===== config.mk =====
export PLATFORM = sky130hd
export DESIGN_NAME = bgr_front_flat
export DESIGN_NICKNAME = d
export VERILOG_FILES = /design/src/rtl/bgr_pkg.sv /design/src/rtl/bgr_in_if.sv /design/src/rtl/bgr_front.sv /design/src/flat_wrapper.sv
export SDC_FILE = /design/constraint.sdc
export NUM_CORES = 1
export LEC_CHECK = 0
export ABC_AREA = 0
export BUFFER_PORTS_ARGS = -buffer_cell sky130_fd_sc_hd__clkbuf_2
export CORE_MARGIN = 1
export CORE_UTILIZATION = 40
export CTS_CLUSTER_DIAMETER = 100
export DETAILED_ROUTE_END_ITERATION = 12
export PLACE_DENSITY = 0.62
export SYNTH_ARGS = -nofsm -noshare
export SYNTH_HDL_FRONTEND = slang
export SYNTH_SLANG_ARGS = --single-unit

===== constraint.sdc =====
create_clock -name clk_i -period 10.7 [get_ports clk_i]
set_input_delay 2.14 -clock clk_i [delete_from_list [all_inputs] [get_ports clk_i]]
set_output_delay 2.14 -clock clk_i [all_outputs]
set_load 0.01 [all_outputs]

===== src/rtl/bgr_pkg.sv =====
// ----------------------------------------------------------------------------
// Glyph row renderer package
// Field widths, register indexes, reset values and shared types.
// ----------------------------------------------------------------------------
package bgr_pkg;

  localparam int ADDR_W     = 14;
  localparam int BYTE_W     = 8;
  localparam int GLYPH_W    = 7;
  localparam int ROW_W      = 5;
  localparam int COLOR_W    = 16;
  localparam int COL_W      = 5;
  localparam int DIM_W      = 6;
  localparam int BPC_W      = 4;
  localparam int SEL_W      = 3;
  localparam int PROD_W     = 13;
  localparam int CFG_IDX_W  = 4;
  localparam int CFG_DATA_W = 16;

  localparam int MAX_RESULTS = 32;
  localparam int JOB_DEPTH   = 2;
  localparam int PIX_DEPTH   = 2;

  localparam int MAX_GLYPH_WIDTH_DEF  = 32;
  localparam int MAX_GLYPH_HEIGHT_DEF = 32;
  localparam int GLYPH_COUNT_DEF      = 128;

  localparam logic OP_LOAD   = 1'b0;
  localparam logic OP_RENDER = 1'b1;

  typedef enum logic [CFG_IDX_W-1:0] {
    REG_GLYPH_WIDTH  = 4'd0,
    REG_GLYPH_HEIGHT = 4'd1,
    REG_FG_COLOR     = 4'd2,
    REG_BG_COLOR     = 4'd3
  } reg_idx_e;

  localparam logic [DIM_W-1:0]   GLYPH_WIDTH_RST  = 6'd8;
  localparam logic [DIM_W-1:0]   GLYPH_HEIGHT_RST = 6'd8;
  localparam logic [COLOR_W-1:0] FG_COLOR_RST     = 16'hFFFF;
  localparam logic [COLOR_W-1:0] BG_COLOR_RST     = 16'h0000;

  typedef struct packed {
    logic [DIM_W-1:0]   glyph_width;
    logic [DIM_W-1:0]   glyph_height;
    logic [COLOR_W-1:0] fg_color;
    logic [COLOR_W-1:0] bg_color;
  } cfg_t;

  typedef struct packed {
    logic               is_load;
    logic [ADDR_W-1:0]  addr;
    logic [BYTE_W-1:0]  value;
    logic [SEL_W-1:0]   bit_sel;
    logic [BPC_W-1:0]   bpc;
    logic [DIM_W-1:0]   width;
  } job_t;

  typedef struct packed {
    logic [COLOR_W-1:0] color;
    logic [COL_W-1:0]   column;
    logic               last;
  } pix_t;

endpackage


===== src/rtl/bgr_in_if.sv =====
// ----------------------------------------------------------------------------
// Input channel
// Valid/ready channel carrying one load or render request.
// ----------------------------------------------------------------------------
interface bgr_in_if;
  logic                       valid;
  logic                       ready;
  logic                       opcode;
  logic [bgr_pkg::ADDR_W-1:0]  byte_address;
  logic [bgr_pkg::BYTE_W-1:0]  byte_value;
  logic [bgr_pkg::GLYPH_W-1:0] glyph_index;
  logic [bgr_pkg::ROW_W-1:0]   row;

  modport source (output valid, opcode, byte_address, byte_value, glyph_index, row,
                  input ready);
  modport sink (input valid, opcode, byte_address, byte_value, glyph_index, row,
                output ready);
endinterface


===== src/rtl/bgr_front.sv =====
// ----------------------------------------------------------------------------
// Request front end
// Accepts requests, drops renders that produce no pixels and works out the
// first font address of a render row from a registered glyph-width product.
// ----------------------------------------------------------------------------
module bgr_front #(
  parameter int MAX_GLYPH_WIDTH  = bgr_pkg::MAX_GLYPH_WIDTH_DEF,
  parameter int MAX_GLYPH_HEIGHT = bgr_pkg::MAX_GLYPH_HEIGHT_DEF,
  parameter int GLYPH_COUNT      = bgr_pkg::GLYPH_COUNT_DEF
) (
  input  logic           clk_i,
  input  logic           rst_ni,
  input  bgr_pkg::cfg_t  cfg_i,
  bgr_in_if.sink         in_i,
  output logic           job_valid_o,
  input  logic           job_ready_i,
  output bgr_pkg::job_t  job_o
);

  localparam int WLim = (MAX_GLYPH_WIDTH < bgr_pkg::MAX_RESULTS) ?
                        MAX_GLYPH_WIDTH : bgr_pkg::MAX_RESULTS;
  localparam int HLim = MAX_GLYPH_HEIGHT;

  logic [bgr_pkg::DIM_W-1:0]  w_sat, h_sat;
  logic [bgr_pkg::BPC_W-1:0]  bpc;
  logic [bgr_pkg::PROD_W-1:0] prod;
  logic                       drop;
  logic                       go;
  logic                       in_acc;
  logic [bgr_pkg::ADDR_W-1:0] start;

  logic                        s1_valid_q;
  logic                        s1_op_q;
  logic                        s1_drop_q;
  logic [bgr_pkg::ADDR_W-1:0]  s1_addr_q;
  logic [bgr_pkg::BYTE_W-1:0]  s1_value_q;
  logic [bgr_pkg::PROD_W-1:0]  s1_prod_q;
  logic [bgr_pkg::BPC_W-1:0]   s1_bpc_q;
  logic [bgr_pkg::DIM_W-1:0]   s1_width_q;
  logic [bgr_pkg::ROW_W-1:0]   s1_row_q;

  always_comb begin
    w_sat = (cfg_i.glyph_width > bgr_pkg::DIM_W'(WLim)) ?
            bgr_pkg::DIM_W'(WLim) : cfg_i.glyph_width;
    h_sat = ({1'b0, cfg_i.glyph_height} > (bgr_pkg::DIM_W+1)'(HLim)) ?
            bgr_pkg::DIM_W'(HLim) : cfg_i.glyph_height;
    bpc   = bgr_pkg::BPC_W'(({1'b0, h_sat} + 7'd7) >> 3);
    prod  = bgr_pkg::PROD_W'(in_i.glyph_index) * bgr_pkg::PROD_W'(w_sat);
    drop  = (in_i.opcode == bgr_pkg::OP_RENDER) &&
            ((w_sat == '0) || (h_sat == '0) || ({1'b0, in_i.row} >= h_sat) ||
             (32'(in_i.glyph_index) >= GLYPH_COUNT));
  end

  assign go          = s1_valid_q && (s1_drop_q || job_ready_i);
  assign in_i.ready  = !s1_valid_q || go;
  assign in_acc      = in_i.valid && in_i.ready;
  assign job_valid_o = s1_valid_q && !s1_drop_q;

  assign start = bgr_pkg::ADDR_W'(17'(s1_prod_q) * 17'(s1_bpc_q)) +
                 bgr_pkg::ADDR_W'(s1_row_q[bgr_pkg::ROW_W-1:bgr_pkg::SEL_W]);

  always_comb begin
    job_o.is_load = (s1_op_q == bgr_pkg::OP_LOAD);
    job_o.addr    = job_o.is_load ? s1_addr_q : start;
    job_o.value   = s1_value_q;
    job_o.bit_sel = s1_row_q[bgr_pkg::SEL_W-1:0];
    job_o.bpc     = s1_bpc_q;
    job_o.width   = s1_width_q;
  end

  always_ff @(posedge clk_i or negedge rst_ni) begin
    if (!rst_ni) begin
      s1_valid_q <= 1'b0;
    end else if (in_i.ready) begin
      s1_valid_q <= in_i.valid;
    end
  end

  always_ff @(posedge clk_i) begin
    if (in_acc) begin
      s1_op_q    <= in_i.opcode;
      s1_drop_q  <= drop;
      s1_addr_q  <= in_i.byte_address;
      s1_value_q <= in_i.byte_value;
      s1_prod_q  <= prod;
      s1_bpc_q   <= bpc;
      s1_width_q <= w_sat;
      s1_row_q   <= in_i.row;
    end
  end

endmodule


===== src/flat_wrapper.sv =====
// flat-port wrapper written by rule: the top's interface ports become plain ports
module bgr_front_flat 
#(
  parameter int MAX_GLYPH_WIDTH  = bgr_pkg::MAX_GLYPH_WIDTH_DEF,
  parameter int MAX_GLYPH_HEIGHT = bgr_pkg::MAX_GLYPH_HEIGHT_DEF,
  parameter int GLYPH_COUNT      = bgr_pkg::GLYPH_COUNT_DEF
)
  (clk_i, rst_ni, cfg_i, job_valid_o, job_ready_i, job_o, in_i_valid, in_i_opcode, in_i_byte_address, in_i_byte_value, in_i_glyph_index, in_i_row, in_i_ready);
  bgr_in_if in_i_i ();
  input  logic clk_i;
  input  logic rst_ni;
  input  bgr_pkg::cfg_t cfg_i;
  output logic job_valid_o;
  input  logic job_ready_i;
  output bgr_pkg::job_t job_o;
  input wire logic [$bits(in_i_i.valid)-1:0] in_i_valid;
  input wire logic [$bits(in_i_i.opcode)-1:0] in_i_opcode;
  input wire logic [$bits(in_i_i.byte_address)-1:0] in_i_byte_address;
  input wire logic [$bits(in_i_i.byte_value)-1:0] in_i_byte_value;
  input wire logic [$bits(in_i_i.glyph_index)-1:0] in_i_glyph_index;
  input wire logic [$bits(in_i_i.row)-1:0] in_i_row;
  output wire logic [$bits(in_i_i.ready)-1:0] in_i_ready;
  assign in_i_i.valid = in_i_valid;
  assign in_i_i.opcode = in_i_opcode;
  assign in_i_i.byte_address = in_i_byte_address;
  assign in_i_i.byte_value = in_i_byte_value;
  assign in_i_i.glyph_index = in_i_glyph_index;
  assign in_i_i.row = in_i_row;
  assign in_i_ready = in_i_i.ready;
  bgr_front #(.MAX_GLYPH_WIDTH(MAX_GLYPH_WIDTH), .MAX_GLYPH_HEIGHT(MAX_GLYPH_HEIGHT), .GLYPH_COUNT(GLYPH_COUNT)) u_core (.clk_i(clk_i), .rst_ni(rst_ni), .cfg_i(cfg_i), .in_i(in_i_i), .job_valid_o(job_valid_o), .job_ready_i(job_ready_i), .job_o(job_o));
endmodule

# Word-level counts from Yosys, hierarchy flattened
# Cells that the tools add are included.
[classes] add_sub_neg=2 multipliers=2 n_lt_le_gt_ge=3 mux=3 bitwise=1 reduce_logical=12
[op_table] cell="$add 14x2->14" n=1
[op_table] cell="$mul 13x4->14" n=1
[op_table] cell="$mux 14" n=1
[op_table] cell="$mul 7x6->13" n=1
[op_table] cell="$gt 6x6->1 const B" n=2
[op_table] cell="$logic_not 6->1" n=2
[op_table] cell="$mux 6" n=2
[op_table] cell="$add 6x3->7 const B" n=1
[op_table] cell="$ge 5x6->1" n=1
[op_table] cell="$logic_and 1x1->1" n=4
[op_table] cell="$logic_or 1x1->1" n=4
[op_table] cell="$logic_not 1->1" n=2
[op_table] cell="$not 1->1" n=1
[totals] register_bits=53 in_bits=83 output_inout_bits=38 elab_cells=32

# Depth between registers and ports, before layout
[logic_depth] depth_word=6 ltp_mapped=16 mapped_depth_nobuf=15

# Worst setup path before layout
# OpenSTA, ideal clock, no wires.
[synth_path] path_kind="input to register" from="in cfg_i[43] (netlist name)" to="reg u_core.s1_prod_q[12] (netlist name), data pin" setup_time_ps=260 t_arrival_ps=5540 t_required_ps=10440 path_slack_ps=4901 cell_stages=15 path_buffers=1 path_cell_list="buf_1 -> nor2b_1 -> and2_1 -> fa_1 -> inv_1 -> fa_1 -> fa_1 -> inv_1 -> ha_1 -> inv_1 -> o21ai_1 -> a2111oi_0 -> o21bai_1 -> a21oi_1 -> xnor2_1"
[synth_between] elab_chain_cells=3
[synth_lines] element="start: declaration" line_no="flat_wrapper.sv:12" source="input bgr_pkg::cfg_t cfg_i;"
[synth_lines] element="$gt 6x6->1" line_no="bgr_front.sv:43" source="w_sat = (cfg_i.glyph_width > bgr_pkg::DIM_W'(WLim)) ?"
[synth_lines] element="$mux 6" line_no="bgr_front.sv:43"
[synth_lines] element="net u_core.w_sat (one bit)" line_no="bgr_front.sv:24" source="logic [bgr_pkg::DIM_W-1:0] w_sat, h_sat;"
[synth_lines] element="$mul 7x6->13" line_no="bgr_front.sv:48" source="prod = bgr_pkg::PROD_W'(in_i.glyph_index) * bgr_pkg::PROD_W'(w_sat);"
[synth_lines] element="net u_core.prod (one bit)" line_no="bgr_front.sv:26" source="logic [bgr_pkg::PROD_W-1:0] prod;"
[synth_lines] element="end signal: assignment" line_no="bgr_front.sv:85" source="s1_prod_q <= prod;"
[synth_lines] element="end: declaration" line_no="bgr_front.sv:37" source="logic [bgr_pkg::PROD_W-1:0] s1_prod_q;"
# The timed path passes the listed nets, and every way through them passes these cells.
# A chain may end at the register's enable or synchronous reset.

# Final worst setup path
[layout_path] from="in cfg_i[43] (netlist name)" to="reg u_core.s1_prod_q[12] (netlist name), data pin"
[layout_between] elab_chain_cells=3
[layout_lines] element="$gt 6x6->1" line_no="bgr_front.sv:43"
[layout_lines] element="$mux 6 *" line_no="bgr_front.sv:43"
[layout_lines] element="$mul 7x6->13 *" line_no="bgr_front.sv:48"
[layout_lines] element="net u_core.prod (one bit)" line_no="bgr_front.sv:26"
# The timed path passes the listed nets; every way through them passes the cells marked *.

==> results.md <==
Clock tree:
- Buffers inserted to repair hold after CTS numbered 0.
- The total CTS buffers is 5.
- TritonCTS built the clock tree.
- The master cell of the clock root buffer is sky130_fd_sc_hd__clkbuf_16.
- The later pin in the worst-skew pair is clocked with a latency of 0.29 ns.
- The number of buffers between clock root and the deepest sink is 2.
- Clock-pin slew was measured on the worst setup and hold paths at 0.07 ns.
- The H-tree was split into 2 levels.
- The number of sinks on the clock net is 53.
- The post-CTS repair timing setup buffer count is 0.
- Gates resized during post-CTS repair numbered 0.

GRT:
- The pin count of the biggest net entering global routing is 53.
- The first-pass GRT wire length is 15600 um.
- The via count of the first global-routing pass came to 3383.
- The initial antenna violation count is 0.
- For this run, the total global-route usage over all layers was measured as 0.153.
- The overall overflow remaining after global route is 0.

STA:
- The maximum clock frequency is 0.165 GHz.
- The slew at the pin closest to its max-slew limit is 0.674 ns.
- The number of setup violations in the final report is 0.
- The shortest period the worst path allows is 6.06 ns.
- The smallest setup slack after layout is 4.64 ns.
- In the finished design, the share of the clock period the worst path needs comes to 0.566.
- Between clock sinks in the finished design, the worst skew comes to 0.00637 ns.
- Setup repair after global routing left no endpoint under its margin.
- The setup TNS is 0 ns.
- The max-slew violation count is 0.
- The headroom to the max-slew limit is 0.551.
- The hold violation count in the final report is 0.

Critical path:
- Grouping stages by cell kind, the critical path spends the most delay in adder cells.
- Data on the critical path is required at its endpoint by 10.75 ns.
- In this run the worst path has a maximum fanout of 14.
- In this design, the critical path's most frequently occurring cell is sky130_fd_sc_hd__fa_1.
- The highest-delay cell along the critical path is sky130_fd_sc_hd__fa_1.
- The critical path capture point type is a register.
- STA puts the critical path data arrival time at 6.11 ns.
- The kind of start point of the critical path is a primary input.
- The buffer and inverter count on the worst path is 3.
- The stage delay of the slowest cell on the critical path is 0.54 ns.
- Traced cell by cell, the critical path runs through clkbuf_2 > nor2b_1 > and2_1 > fa_1 > fa_1 > inv_1 > fa_1 > inv_1 > ha_1 > o21a_1 > a2111oi_0 > o21bai_1 > a21oi_1 > xnor2_1.
- The critical path in this run is classified as primary input to register.

Logic synthesis:
- By area the synthesized netlist is led by sky130_fd_sc_hd__edfxtp_1 33%, sky130_fd_sc_hd__fa_1 17%, sky130_fd_sc_hd__ha_1 11%.
- Counting instances in the post-synthesis netlist gives the leading cell types as 58 x sky130_fd_sc_hd__nand2_1, 53 x sky130_fd_sc_hd__inv_1, 52 x sky130_fd_sc_hd__and2_1, 52 x sky130_fd_sc_hd__edfxtp_1, 43 x sky130_fd_sc_hd__ha_1.
- In the post-synthesis netlist, the cell with the most instances is sky130_fd_sc_hd__nand2_1.
- The share of the yosys chip area belonging to registers is 0.335.
- The cell count after synthesis came out at 453.
- In this run, synthesis inferred 52 flip-flops with an integrated enable.
- The Yosys warning count is 0.
- The post-synthesis area per instance is 10.4 um2.
- Of the post-synthesis cell area, the dominant cell type holds 0.330.
- The post-synthesis cell type with the largest combined area is sky130_fd_sc_hd__edfxtp_1.
- In this run the cell area of the synthesized design comes to 4730 um2.
- After synthesis the netlist holds a flip-flop and latch count of 53.
- After synthesis, the share of flip-flops with an asynchronous set or reset is 0.0189.
- The primary flip-flop cell chosen by synthesis mapping is sky130_fd_sc_hd__edfxtp_1.
- When the netlist entered floorplanning its net count stood at 620.
- The number of different library cells used by synthesis comes to 49.

Route:
- After detailed routing, the average wire length per cell comes to 13.3 um.
- Using the TritonRoute via totals, the vias-per-cell ratio works out to 4.96.
- The detailed-routing iteration count for the pre-antenna-repair pass is 4.
- The final layout contains routed wiring with a total length of 9070 um.
- The routed layout has 3371 vias.
- After the first detailed-routing iteration, the DRC count stood at 143.
- The DRC violations left is 0.
- The final antenna-violating net count is 0.

Place:
- The count of input and output buffers is 88.
- The count of placed standard cells including taps is 672.
- At the end of routability-driven placement, the weighted congestion stood at 0.807.
- Detailed placement finished with a half-perimeter wire length of 7400 um.
- Before CTS, the worst setup slack after placement is 4.29 ns.

Final layout:
- The footprint of the flip-flops and latches is 1590 um2.
- The number of fillers in the final layout is 1087.
- The filler-free cell count of the finished design is 680.
- The multi-input combinational cells in the finished layout cover a total of 2900 um2.
- The number of nets in the final layout is 703.
- The area growth from synthesis to layout is 15.3%.
- The repair_antennas step left the layout with diodes totalling 0.
- Of the cells placed in the final design, the portion with a size suffix greater than 1 is 0.212.
- The share of the core filled with cells in the final layout is 0.476.

Floorplanning:
- The site row count is 39.
- The height of the die is 111 um.
- The I/O pin count is 121.
- The standard cell core area is 11500 um2.
- The total die area is 12300 um2.
- The die is 111 um wide.
- The effective utilization at floorplan is 0.413.

Min path:
- The type of the worst min-delay path is register to register.

Power:
- IR analysis of the VDD net gives a maximum drop of 0.0945 mV.
- The total power density per cell area is 156 nW/um2.
- For this design the static power due to leakage is 2.56 nW.
- The final total power is 0.000852 W.

Run:
- The tool flagged a number of max-cap violations equal to 0.

Outcome:
- The flow ran to the end, and the final reports show no timing, DRC or antenna violations.
-- kinds of logic after synthesis --
kind of cell,Yosys count,synth area share
AOI/OAI and AO/OA,58,0.0817
xor gates and xnor gates,24,0.0444
adders and majority gates,84,0.287
buffers and inverters,66,0.0547
DFF,53,0.335
muxes,11,0.0264
other,1,0.000792
and+or+nand+nor,156,0.170
-- placed cells by master (no fill, tap or decap), types with 5 or more instances in the layout --
master                      Yosys  routed
sky130_fd_sc_hd__clkbuf_2       0      88
sky130_fd_sc_hd__nand2_1       58      58
sky130_fd_sc_hd__inv_1         53      53
sky130_fd_sc_hd__and2_1        52      52
sky130_fd_sc_hd__edfxtp_1      52      52
sky130_fd_sc_hd__ha_1          43      43
sky130_fd_sc_hd__fa_1          41      41
sky130_fd_sc_hd__xnor2_1       18      18
sky130_fd_sc_hd__a21oi_1       16      16
sky130_fd_sc_hd__nor2b_1       12      11
sky130_fd_sc_hd__mux2_2         9       9
sky130_fd_sc_hd__nor2_1         9       9
sky130_fd_sc_hd__nand2b_1       9       9
sky130_fd_sc_hd__o21ai_0        7       7
sky130_fd_sc_hd__xor2_1         6       6
sky130_fd_sc_hd__o21ai_1        5       5
sky130_fd_sc_hd__clkbuf_16      0       5
-- flip-flops by register name, summed over array words and instances, names as in the netlist --
signal             count
u_core.s1_prod_q      13
u_core.s1_bpc_q        4
u_core.s1_op_q         1
u_core.s1_value_q      8
u_core.s1_drop_q       1
u_core.s1_width_q      6
u_core.s1_row_q        5
u_core.s1_addr_q      14
u_core.s1_valid_q      1
-- layout make-up --
type | count | area share
Timing Repair Buffer | 89 | 0.0821
Inverter | 53 | 0.0365
Sequential cell | 53 | 0.291
Clock buffer | 5 | 0.0229
Tap cell | 143 | 0.0328
Multi-Input combinational cell | 334 | 0.530
Clock inverter | 3 | 0.00459
-- power breakdown --
part	switching, W	total, W	internal (W)	leakage, nW
sequential	0.0000151	0.000267	0.000252	0.518
clock	0.0000752	0.000163	0.0000880	0.0704
combinational	0.000236	0.000422	0.000185	1.97
-- routing by layer --
metal | vias up | wire (um) | global-route usage
met4 | 0 | 148 | 0.0524
met1 | 1609 | 4090 | 0.193
li1 | 1679 | - | -
met5 | - | 0 | 0
met3 | 10 | 318 | 0.0213
met2 | 73 | 4510 | 0.270
-- worst paths after layout --
check	start	to	slack [ns]	cells after the start
worst min register to register	u_core.s1_drop_q$_DFFE_PP_	u_core.s1_valid_q$_DFFE_PN0N_	0.86	3
worst max register to register	u_core.s1_valid_q$_DFFE_PN0N_	u_core.s1_width_q[2]$_DFFE_PP_	8.99	4
min in group asynchronous	rst_ni	u_core.s1_valid_q$_DFFE_PN0N_	1.60	1
worst min-delay path	u_core.s1_drop_q$_DFFE_PP_	u_core.s1_valid_q$_DFFE_PN0N_	0.86	3
worst max-delay path	cfg_i[43]	u_core.s1_prod_q[12]$_DFFE_PP_	4.64	14
max in group asynchronous	rst_ni	u_core.s1_valid_q$_DFFE_PN0N_	9.01	1
-- worst reg2reg max path, delay by kind of cell (launching register included) --
family	cells	cell delay, ns
buffers and inverters	1	0.55
flip-flops	1	0.36
AND/OR/NAND/NOR	3	0.41
-- per-stage QoR --
step | hold slack [ns] | instance area, um2
floorplan | 0.824 | 4730
global placement | 0.846 | 5310
detailed placement | 0.855 | 5310
CTS | 0.868 | 5460
global route | 0.902 | 5460
finish | 0.860 | 5460
Note: power is estimated with default switching activity, not from simulation.
