==> src/rtl/bgr_queue.sv <==
// ----------------------------------------------------------------------------
// Small queue
// Register-based FIFO with a fill level, used between pipeline parts.
// ----------------------------------------------------------------------------
module bgr_queue #(
  parameter type T     = logic,
  parameter int  DEPTH = 2
) (
  input  logic                       clk_i,
  input  logic                       rst_ni,
  input  logic                       push_valid_i,
  output logic                       push_ready_o,
  input  T                           push_data_i,
  output logic                       pop_valid_o,
  input  logic                       pop_ready_i,
  output T                           pop_data_o,
  output logic [$clog2(DEPTH+1)-1:0] level_o
);

  localparam int AW = (DEPTH > 1) ? $clog2(DEPTH) : 1;
  localparam int CW = $clog2(DEPTH+1);

  T                entry_q [DEPTH];
  logic [AW-1:0]   wr_ptr_q, wr_ptr_d;
  logic [AW-1:0]   rd_ptr_q, rd_ptr_d;
  logic [CW-1:0]   count_q, count_d;
  logic            push, pop;

  assign push_ready_o = (count_q != CW'(DEPTH));
  assign pop_valid_o  = (count_q != '0);
  assign pop_data_o   = entry_q[rd_ptr_q];
  assign level_o      = count_q;
  assign push         = push_valid_i && push_ready_o;
  assign pop          = pop_valid_o && pop_ready_i;

  always_comb begin
    wr_ptr_d = wr_ptr_q;
    rd_ptr_d = rd_ptr_q;
    count_d  = count_q;
    if (push) begin
      wr_ptr_d = (wr_ptr_q == AW'(DEPTH-1)) ? '0 : wr_ptr_q + AW'(1);
    end
    if (pop) begin
      rd_ptr_d = (rd_ptr_q == AW'(DEPTH-1)) ? '0 : rd_ptr_q + AW'(1);
    end
    if (push && !pop) begin
      count_d = count_q + CW'(1);
    end else if (pop && !push) begin
      count_d = count_q - CW'(1);
    end
  end

  always_ff @(posedge clk_i or negedge rst_ni) begin
    if (!rst_ni) begin
      wr_ptr_q <= '0;
      rd_ptr_q <= '0;
      count_q  <= '0;
    end else begin
      wr_ptr_q <= wr_ptr_d;
      rd_ptr_q <= rd_ptr_d;
      count_q  <= count_d;
    end
  end

  always_ff @(posedge clk_i) begin
    if (push) begin
      entry_q[wr_ptr_q] <= push_data_i;
    end
  end

endmodule

==> config.mk <==
export PLATFORM = sky130hd
export DESIGN_NAME = bgr_queue
export DESIGN_NICKNAME = d
export VERILOG_FILES = /design/src/rtl/bgr_queue.sv
export SDC_FILE = /design/constraint.sdc
export NUM_CORES = 1
export LEC_CHECK = 0
export BUFFER_PORTS_ARGS = -buffer_cell sky130_fd_sc_hd__clkbuf_2
export CORE_AREA = 10 10 47 49
export DETAILED_ROUTE_END_ITERATION = 6
export DIE_AREA = 0 0 57 59
export GPL_ROUTABILITY_DRIVEN = 0
export SETUP_SLACK_MARGIN = 0.3
export SYNTH_ARGS = -nofsm -noshare
export SYNTH_HDL_FRONTEND = slang
export SYNTH_SLANG_ARGS = --single-unit
==> constraint.sdc <==
create_clock -name clk_i -period 1.8 [get_ports clk_i]
set_input_delay 0.09 -clock clk_i [delete_from_list [all_inputs] [get_ports clk_i]]
set_output_delay 0.09 -clock clk_i [all_outputs]
set_load 0.005 [all_outputs]
# Word level (Yosys, flattened, before mapping)
# Memory sizes are Yosys's and may differ from the RTL's.
# Cells that the tools add are included.
# Widths: inputs -> output; s select.
dict set report totals {
  input_bits 5
  regBits 4
  ramBits 2
  output_inout_bits 5
  n_memories 1
  wordCells 23
}
dict set report op_classes {
  n_addsub 4
  eq_ne 1
  mux 6
  n_reduce_logical 8
}
# memory words word_bits read_ports rd_clocked_by_memory_dff write_ports line_no
set memory_table {}
lappend memory_table {entry_q 2 1 1 0 1 23} ;# T entry_q [DEPTH];
# operator count
set op_table {}
lappend op_table {{$logic_and 1x1->1} 4}
lappend op_table {{$mux 1} 4}
lappend op_table {{$mux 2} 2}
lappend op_table {{$reduce_bool 2->1} 2}
lappend op_table {{$add 1x1->1 const B} 2}
lappend op_table {{$add 2x1->2 const B} 1}
lappend op_table {{$logic_not 1->1} 2}
lappend op_table {{$ne 2x2->1 const B} 1}
lappend op_table {{$sub 2x1->2 const B} 1}

# Longest topological paths before layout
# Gate-level depths: netlist (run 1).
dict set report logic_depth {
  ltp_word 6
  mapped_depth 7
}

# Least setup slack after synthesis (run 1)
# Ideal clock, no wire load.
dict set report synth_timing {
  path_kind {register to register}
  from {register count_q[0], in the netlist level_o[0]}
  to {register count_q[1], in the netlist level_o[1]}
  slack_ps 419
  path_stages_with_launch 7
  arrival_time_ps 1301
  path_buffers 0
  path_cell_list {dfrtp_1 > nand2b_4 > nand2_1 > inv_1 > ha_1 > nor2_1 > xor2_1}
}
dict set report synth_between {
  elab_chain_len 5
}
# element line_no
set synth_rtl {}
lappend synth_rtl {{start, declared} 26} ;# logic [CW-1:0] count_q, count_d;
lappend synth_rtl {{start signal, assigned} 61} ;# count_q <= count_d;
lappend synth_rtl {{$ne 2x2->1 *} 29} ;# assign push_ready_o = (count_q != CW'(DEPTH));
lappend synth_rtl {{named net push_ready_o} 12} ;# output logic push_ready_o,
lappend synth_rtl {{$logic_and 1x1->1 *} 33} ;# assign push = push_valid_i && push_ready_o;
lappend synth_rtl {{named net push} 27} ;# logic push, pop;
lappend synth_rtl {{$logic_not 1->1} 48} ;# end else if (pop && !push) begin
lappend synth_rtl {{$logic_and 1x1->1} 48}
lappend synth_rtl {{$reduce_bool 2->1 (no source line)} -}
# The timed path passes the listed nets; every way through them passes the cells marked *. The select of a mux whose other input is x is not followed.
# A chain may end at the register's enable or synchronous reset.

# Worst setup path after layout (run 1)
dict set report layout_timing {
  from {register count_q[0], in the netlist level_o[0]}
  to {register count_q[1], in the netlist level_o[1]}
}
dict set report layout_between {
  elab_chain_len 5
}
# element
set layout_rtl {}
lappend layout_rtl {{branches (longest 5 deep; another with $sub 2x1->2)}}
# Parallel ways; which one is timed is not known. The select of a mux whose other input is x is not followed.

==> metrics, run 1 <==
Initial Util=20.2%; initial DRC count=1; Power Total=713 uW; H-tree levels=1; most common cell type on the critical path=xor2_1; Synth Area in Adders=4.42%; Clock Sinks=6; vias in the first global route=256; first-pass GRT wire length=1060 um; First-pass DRT Iterations=2; Seq cells post-synth=6; Fmax=714 MHz; critical path type=reg -> reg; Simple-Gate Fraction of Synth Area=18.1%; RSZ-0062 raised after global routing=false; final setup fails=0; Cell variety after synth=13; critical-path cell list=or2_4 > nand2_4 > ha_1 > xor2_1 > nor2_1 > xor2_1; Die W=57 um; worst relative slew slack=90.5%; CP required=1.92 ns; Setup Skew=0.00926 ns; CP max stage cell=dfrtp_2; die extent in y=59 um; crit end category=flop; via density per instance=3.87; Final HPWL DP=514 um; CTS tree=yes; share of cells above drive strength 1=55.6%; Slew Limit Fails=0; total vias in the final route=201; CP delay by family, top=flip-flops; synth warn=0; Fill cells=162; Final min period=1.40 ns; Cells after Synth=21; Root Buffer=clkbuf_4; Post-DRT Antenna Nets=0; Tightest Hold Check Type=in -> reg; VDD IR max=0.698 mV; register area share after synthesis=56.6%; Worst-Margin Slew=0.141 ns; max-cap violation count=0; post-synthesis mux area share=3.98%; Buffers & Inverters on Critical Path=0; main combinational cell family by area after synthesis=simple AND/OR/NAND/NOR gates; core box area=1400 um2; IO buf count=9; initial antenna violation count=0; final hold slack=0.0446 ns; Leak=0.000191 uW; Period Utilization, post-route=77.8%; Post-Route WL=618 um; Max clock buf depth=2; Worst-path clk slew=0.05 ns; post-synthesis xor/xnor area fraction=15.5%; largest net degree at the start of global routing=6; Syn Area/Cell=13.5 um2; Crit path largest cell delay=0.43 ns; Setup WS post-layout=0.399 ns; Setup TNS Final=0 ns; DIE AREA=3360 um2; Hold Vio Cnt, Final=0; critical path startpoint category=flop; WL per Instance=11.9 um; Core Rows=14; PwrDens=1780 nW/um2; status=completed; Synth Area in Compound Gates=0%; maximum fanout along the worst path=5; Num CTS Buffers=3; worst skew pair latency=0.25 ns; Worst EP arrival=1.52 ns; io pins=10; syn_nets=27; Mapped Area=283 um2; layout overhead on the synthesized area=42.0%; total grt overflow=0; final net count=43; # DRC=0; Setup Slack @ Placement=0.333 ns; n_diodes=0; GR Util All Layers=4.24%
## worst register-to-register path, stage by stage (launching register included)
cell     delay (ns)
dfrtp_2        0.43
or2_4          0.27
nand2_4        0.07
ha_1           0.15
xor2_1         0.15
nor2_1         0.07
xor2_1         0.13
## cell usage in the layout, fill, tap and decap left out
master / n
and3_1: 1
buf_4: 1
clkbuf_1: 1
clkbuf_2: 9
clkbuf_4: 3
dfrtp_1: 2
dfrtp_2: 2
dlygate4sd3_1: 1
edfxtp_1: 2
ha_1: 1
inv_1: 1
mux2_2: 1
nand2_4: 2
nand2b_4: 1
nor2_1: 2
or2_4: 1
xnor2_1: 3
xor2_1: 2
## layer usage
metal  global-route usage (%)  vias to the layer above  wire (um)
li1                         -                       98          -
met2                     5.89                       10        250
met4                     2.01                        0          0
met3                     4.72                        0         81
met1                     3.82                       93        286
met5                        0                        -          0
## cell families after synthesis
kind of cell,after synthesis
fa+ha+maj,1
xor+xnor,5
mux,1
flops,6
buf+inv,1
simple gates,7
## what timing repair did
action | in CTS | in global routing
setup endpoints to repair | 0 | 1
endpoints found under the hold margin | 4 | 0
hold buffers | 1 | 0
buffers inserted | 0 | 1
gates resized for setup | 0 | 4
## path summary, 6_finish.rpt
| check | cells past startpoint | slack (ns) | startpoint | to |
|---|---|---|---|---|
| max in group asynchronous | 2 | 1.47 | rst_ni | level_o[0]$_DFFE_PN0P_ |
| max | 6 | 0.40 | level_o[0]$_DFFE_PN0P_ | level_o[1]$_DFFE_PN0P_ |
| min in group asynchronous | 2 | 0.18 | rst_ni | rd_ptr_q$_DFFE_PN0P_ |
| min | 1 | 0.04 | push_data_i | entry_q[0]$_DFFE_PP_ |
| max reg2reg | 6 | 0.40 | level_o[0]$_DFFE_PN0P_ | level_o[1]$_DFFE_PN0P_ |
| min reg2reg | 1 | 0.48 | rd_ptr_q$_DFFE_PN0P_ | rd_ptr_q$_DFFE_PN0P_ |
## cells in the mapped netlist (all sizes together)
| library cell | count | area (um2) |
|---|---|---|
| xnor2 | 3 | 26.3 |
| xor2 | 2 | 17.5 |
| and3 | 1 | 6.26 |
| dfrtp | 4 | 100 |
| nor2 | 2 | 7.51 |
| mux2 | 1 | 11.3 |
| ha | 1 | 12.5 |
| nand2b | 1 | 13.8 |
| nand2 | 2 | 15.0 |
| or2 | 1 | 8.76 |
| edfxtp | 2 | 60.1 |
| inv | 1 | 3.75 |
## report_power, final
part	total [uW]	switching, uW	leakage, uW	internal [uW]
combinational	307	127	0.000113	180
sequential	269	59.8	0.0000632	210
clock	137	52.3	0.0000150	84.2
## per-stage QoR
step	cells	utilization, %	instance area (um2)
global placement	46	24.8	348
CTS	51	27.4	384
floorplan	21	-	283
global route	52	28.7	402
finish	52	28.7	402
detailed placement	46	24.8	348
## flip-flops by register name, summed over array words and instances, names as in the netlist
register and cells:
wr_ptr_q 1, level_o 2, rd_ptr_q 1, entry_q 2
## area by class of cell
| type | count | area, um2 | area share [%] |
|---|---|---|---|
| multi-input combinational | 14 | 126 | 31.5 |
| tap | 16 | 20.0 | 4.98 |
| inverter | 1 | 3.75 | 0.935 |
| sequential | 6 | 163 | 40.5 |
| clock buffer | 4 | 26.3 | 6.54 |
| timing repair buffer | 11 | 62.6 | 15.6 |
(Power assumes the default switching activity.)
==> run 2, diff against run 1 <==
- ABC_AREA: default -> 1
- clock period: 1.8 -> 1.3 ns (I/O delays scaled with it)
==> run 2 against run 1 <==
Area after synthesis is 12% higher. Maximum frequency is 17% higher. Sequential cell count stayed put. Final area is 34% higher. Sequential power is 30% higher. Synthesized cell count is 62% higher. Final cell count is 40% higher. Global-route usage hardly changed. Critical path depth is 2 higher.
==> metrics, run 2 <==
Final HPWL DP=519 um (+0.99%); PwrDens=2420 nW/um2 (+36%); io pins=10 (unchanged); GR Util All Layers=4.25% (+0.0055 points); Clock Sinks=6 (unchanged); final net count=64 (+49%); WL per Instance=9.55 um (-20%); Num CTS Buffers=3 (unchanged); Multi-input gate area=168 um2 (+33%); DIE AREA=3360 um2 (unchanged); most area-hungry cell type in the Yosys netlist=dfrtp_1; Period Utilization, post-route=91.8% (+14 points); Syn Area/Cell=9.31 um2 (-31%); Root Buffer=clkbuf_4; Setup TNS Final=0 ns (unchanged); vias in the first global route=278 (+8.6%); DP Cell Count=60 (+30%); CP required=1.42 ns (-0.50 ns); Die W=57 um (unchanged); core box area=1400 um2 (unchanged); Finished Layout Cells=73 (+40%); Cells after Synth=34 (+62%); Seq cells post-synth=6 (unchanged); final design utilization=38.3% (+9.6 points); H-tree levels=1 (unchanged); IO buf count=9 (unchanged); critical path startpoint category=flop; final hold slack=0.115 ns (+0.0705 ns); largest net degree at the start of global routing=5 (-1); layout overhead on the synthesized area=69.6%; Core Rows=14 (unchanged); CTS tree=yes; worst relative slew slack=91.5% (+0.99 points); RSZ-0062 raised after global routing=true; register area share after synthesis=50.6% (-6.0 points); Leak=0.000272 uW (+42%); First-pass DRT Iterations=3 (+1); Primary FF master, synth=dfrtp_1; status=completed; # DRC=0 (unchanged); VDD IR max=0.884 mV (+27%); critical path type=reg -> reg; n_diodes=0 (unchanged); Fill cells=162 (unchanged); async set-reset flop share out of synthesis=66.7% (unchanged); die extent in y=59 um (unchanged); first-pass GRT wire length=1110 um (+4.5%); final setup fails=0 (unchanged); worst skew pair latency=0.24 ns (about the same); Register Area=161 um2 (-0.77%); synth warn=0 (unchanged); Slew Limit Fails=0 (unchanged); most common cell in the synthesized netlist=nand2_1; EDFF count, synth=2 (unchanged); Setup Skew=0.0000744 ns (-0.00919 ns); Worst-path clk slew=0.05 ns (about the same); total grt overflow=0 (unchanged); initial antenna violation count=0 (unchanged); syn_nets=40 (+48%); initial DRC count=1 (unchanged); Post-Route WL=697 um (+13%); total vias in the final route=287 (+43%); share of cells above drive strength 1=64.9% (+9.4 points); Post-synth top cells=nand2_1 (9), inv_1 (5), dfrtp_1 (4); Worst EP arrival=1.32 ns (-0.20 ns); Cell variety after synth=13 (unchanged); Post-DRT Antenna Nets=0 (unchanged); Worst-Margin Slew=0.126 ns (-0.0148 ns); Initial Util=22.6% (+2.4 points); Max clock buf depth=2 (unchanged); synth top area cells=dfrtp_1 (32%), edfxtp_1 (19%), nand2_1 (11%); Mapped Area=317 um2 (+12%); max-cap violation count=0 (unchanged); crit end category=flop; Final min period=1.19 ns (-0.207 ns); maximum fanout along the worst path=3 (-2); Tightest Hold Check Type=in -> reg; Hold Vio Cnt, Final=0 (unchanged); share of the synthesized area in the top cell type=31.6% (-3.8 points); Fmax=838 MHz (+17%); via density per instance=3.93 (+1.7%); most frequent cells in the layout=clkbuf_2 (9), nand2_1 (7), buf_4 (6); most common cell after layout, fill and taps aside=clkbuf_2; Power Total=1300 uW (+82%)
[run 2: cell types whose count changed after synthesis, moves of 2 or more]
cell	change
xnor2_1	-2
xor2_1	-2
inv_1	+4
inv_2	+2
nand2_2	+2
nand2_1	+8
nand3_1	+2
[run 2: layer usage]
layer | vias to the layer above | share of wire [%] | global-route usage, %
li1 | 146 | - | -
met1 | 135 | 36 | 3.96
met2 | 6 | 56 | 6.98
met3 | 0 | 7.9 | 3.00
met4 | 0 | 0 | 2.01
met5 | - | 0 | 0
[run 2: cell families (layout without fill, tap and decap cells)]
kind of cell / count (synthesis) / after routing / synth area share, %
simple gates: 18 / 18 / 29.2
buf+inv: 7 / 30 / 8.30
flops: 6 / 6 / 50.6
xor+xnor: 2 / 2 / 7.91
fa+ha+maj: 1 / 1 / 3.95
[run 2: what timing repair did]
action	CTS	global route
hold buffers	1	1
pin swaps	3	2
gates resized for setup	5	6
endpoints found under the hold margin	4	2
endpoints found under the setup margin	5	8
setup buffers	3	4
[run 2: area by class of cell]
type / instances / share of cell area (%)
Tap cell: 16 / 3.73
Clock buffer: 4 / 4.90
Timing Repair Buffer: 19 / 24.7
Sequential cell: 6 / 30.1
Multi-Input combinational cell: 21 / 31.2
Inverter: 7 / 5.36
[run 2: through the flow]
stage	worst slack (ns)	cell area, um2
2_1_floorplan	0.0822	334
3_3_place_gp	0.0684	407
3_5_place_dp	0.0363	407
4_1_cts	0.0948	480
5_1_grt	0.0280	537
6_report	0.106	537
[run 2: report_power, final]
| part | leakage [uW] | switching, uW | internal [uW] |
|---|---|---|---|
| combinational | 0.000192 | 361 | 406 |
| sequential | 0.0000650 | 65.9 | 284 |
| clock | 0.0000150 | 67.2 | 116 |
[run 2: path summary, 6_finish.rpt]
kind | slack (ns) | cells past startpoint | endpoint | from
max in group asynchronous | 1.00 | 2 | level_o[1]$_DFFE_PN0P_ | rst_ni
min in group asynchronous | 0.16 | 2 | wr_ptr_q$_DFFE_PN0P_ | rst_ni
min reg2reg | 0.52 | 2 | rd_ptr_q$_DFFE_PN0P_ | rd_ptr_q$_DFFE_PN0P_
min | 0.12 | 3 | rd_ptr_q$_DFFE_PN0P_ | pop_ready_i
max reg2reg | 0.11 | 8 | level_o[1]$_DFFE_PN0P_ | level_o[0]$_DFFE_PN0P_
max | 0.11 | 8 | level_o[1]$_DFFE_PN0P_ | level_o[0]$_DFFE_PN0P_
[run 2: critical path, cell delays in order (launching register included)]
cell and delay (ns):
dfrtp_1 0.38, inv_2 0.10, nand2_4 0.06, nand2_4 0.06, inv_2 0.04, ha_4 0.28, inv_4 0.03, nand4_1 0.06
nand2_1 0.07
==> run 3, diff against run 2 <==
- BUFFER_PORTS_ARGS: -buffer_cell sky130_fd_sc_hd__clkbuf_2 -> -buffer_cell sky130_fd_sc_hd__buf_2
==> run 3 against run 2 <==
Critical endpoint unchanged. Largest cell class unchanged. Sequential share of layout area rose by 3.0 points. Clock power rose by 6%. Non-clock buffer count fell by 5. Clock skew rose by 0.0034 ns. Final cell count fell by 6.8%. Maximum frequency fell by 0.39%. Total power fell by 9.8%.
==> metrics, run 3 (synthesized netlist as in run 2, its figures left out) <==
die extent in y=59 um (unchanged); worst skew pair latency=0.25 ns (about the same); max-cap violation count=0 (unchanged); Initial Util=22.6% (unchanged); Finished Layout Cells=68 (-6.8%); vias in the first global route=278 (unchanged); initial DRC count=3 (+2); post-route cell area=484 um2 (-9.8%); Buffers & Inverters on Critical Path=3 (unchanged); VDD IR max=0.792 mV (-10%); io pins=10 (unchanged); n_diodes=0 (unchanged); critical path startpoint category=flop; DIE AREA=3360 um2 (unchanged); Root Buffer=clkbuf_4; Leak=0.000243 uW (-11%); IO buf count=9 (unchanged); Worst-Margin Slew=0.172 ns (+0.0462 ns); total vias in the final route=270 (-5.9%); maximum fanout along the worst path=3 (unchanged); final design utilization=34.6% (-3.7 points); Max clock buf depth=2 (unchanged); placed cell area=407 um2 (unchanged); final setup fails=0 (unchanged); Setup Skew=0.00347 ns (+0.00339 ns); Die W=57 um (unchanged); largest net degree at the start of global routing=5 (unchanged); Worst-path clk slew=0.05 ns (about the same); most frequent cells in the layout=nand2_1 (9), buf_2 (9), inv_2 (5); CP required=1.43 ns (about the same); core box area=1400 um2 (unchanged); CP delay by family, top=flip-flops; most common cell type on the critical path=inv_2; initial antenna violation count=0 (unchanged); status=completed; final net count=59 (-7.8%); Period Utilization, post-route=92.2% (+0.36 points); total grt overflow=0 (unchanged); Post-Route WL=724 um (+3.9%); crit end category=flop; Crit path largest cell delay=0.39 ns (about the same); Setup WS post-layout=0.102 ns (-0.00462 ns); Fmax=834 MHz (-0.39%); Num CTS Buffers=3 (unchanged); layout overhead on the synthesized area=53.0%; CTS tree=yes; First-pass DRT Iterations=2 (-1); # DRC=0 (unchanged); share of cells above drive strength 1=57.7% (-7.2 points); RSZ-0062 raised after global routing=true; critical-path cell list=inv_2 > nand2_4 > nand2_4 > inv_2 > ha_4 > inv_2 > nand3_2 > nand2_1 > nand2_1; Worst EP arrival=1.33 ns (about the same); GR Util All Layers=4.55% (+0.30 points); Tightest Hold Check Type=in -> reg; Setup TNS Final=0 ns (unchanged); Final min period=1.20 ns (+0.00462 ns); CP max stage cell=dfrtp_1; H-tree levels=1 (unchanged); PwrDens=2420 nW/um2 (about the same); worst relative slew slack=88.5% (-3.0 points); Slew Limit Fails=0 (unchanged); Hold Vio Cnt, Final=0 (unchanged); Clock Sinks=6 (unchanged); critical path type=reg -> reg; Core Rows=14 (unchanged); first-pass GRT wire length=1100 um (-1.2%); Final HPWL DP=575 um (+11%); Post-DRT Antenna Nets=0 (unchanged); DP Cell Count=60 (unchanged); Setup Slack @ Placement=0.0538 ns (+0.0175 ns); WL per Instance=10.6 um (+12%); via density per instance=3.97 (+0.99%)
run 3: worst register-to-register path, stage by stage (launching register included):
cell and delay, ns:
dfrtp_1 0.39, inv_2 0.10, nand2_4 0.06, nand2_4 0.07, inv_2 0.04, ha_4 0.22, inv_2 0.06, nand3_2 0.05
nand2_1 0.05, nand2_1 0.05
run 3: final cells by class:
cell class                 instances  area, um2
inverter                           7       26.3
sequential                         6        160
timing repair buffer              14       88.8
tap                               16       20.0
clock buffer                       4       26.3
fill                             155        917
multi-input combinational         21        163
run 3: repair_timing:
| item | CTS | global route |
|---|---|---|
| pin swaps | 3 | 2 |
| gates resized for setup | 1 | 5 |
| hold buffers | 1 | 0 |
| endpoints found under the hold margin | 4 | 0 |
| gates cloned | 0 | 0 |
| setup endpoints to repair | 4 | 8 |
| buffers inserted | 3 | 0 |
run 3: metrics by stage:
stage / hold WS [ns] / total power, uW
CTS: 0.00333 / 1160
detailed placement: -0.123 / 896
finish: 0.0107 / 1170
global route: 0.00663 / 1270
floorplan: -0.231 / 704
global placement: -0.128 / 874
run 3: path summary, 6_finish.rpt:
path / to / from / cells past startpoint / slack (ns)
max: level_o[1]$_DFFE_PN0P_ / level_o[0]$_DFFE_PN0P_ / 9 / 0.10
min: entry_q[1]$_DFFE_PP_ / push_data_i / 1 / 0.01
max reg2reg: level_o[1]$_DFFE_PN0P_ / level_o[0]$_DFFE_PN0P_ / 9 / 0.10
min reg2reg: rd_ptr_q$_DFFE_PN0P_ / rd_ptr_q$_DFFE_PN0P_ / 2 / 0.53
max in group asynchronous: level_o[0]$_DFFE_PN0P_ / rst_ni / 2 / 1.02
min in group asynchronous: rd_ptr_q$_DFFE_PN0P_ / rst_ni / 2 / 0.15
run 3: layer usage:
layer,up-vias,GRT usage [%],wire [um],share of wire [%]
li1,139,-,-,-
met1,125,3.46,257,35
met2,4,7.91,424,59
met3,2,1.50,30,4.1
met4,0,6.04,12,1.7
met5,-,0,0,0
run 3: power by group:
part	internal, uW	total [uW]	switching [uW]	leakage [uW]
registers	281	348	67.0	0.0000661
clock network	117	194	76.7	0.0000150
logic	308	631	323	0.000162
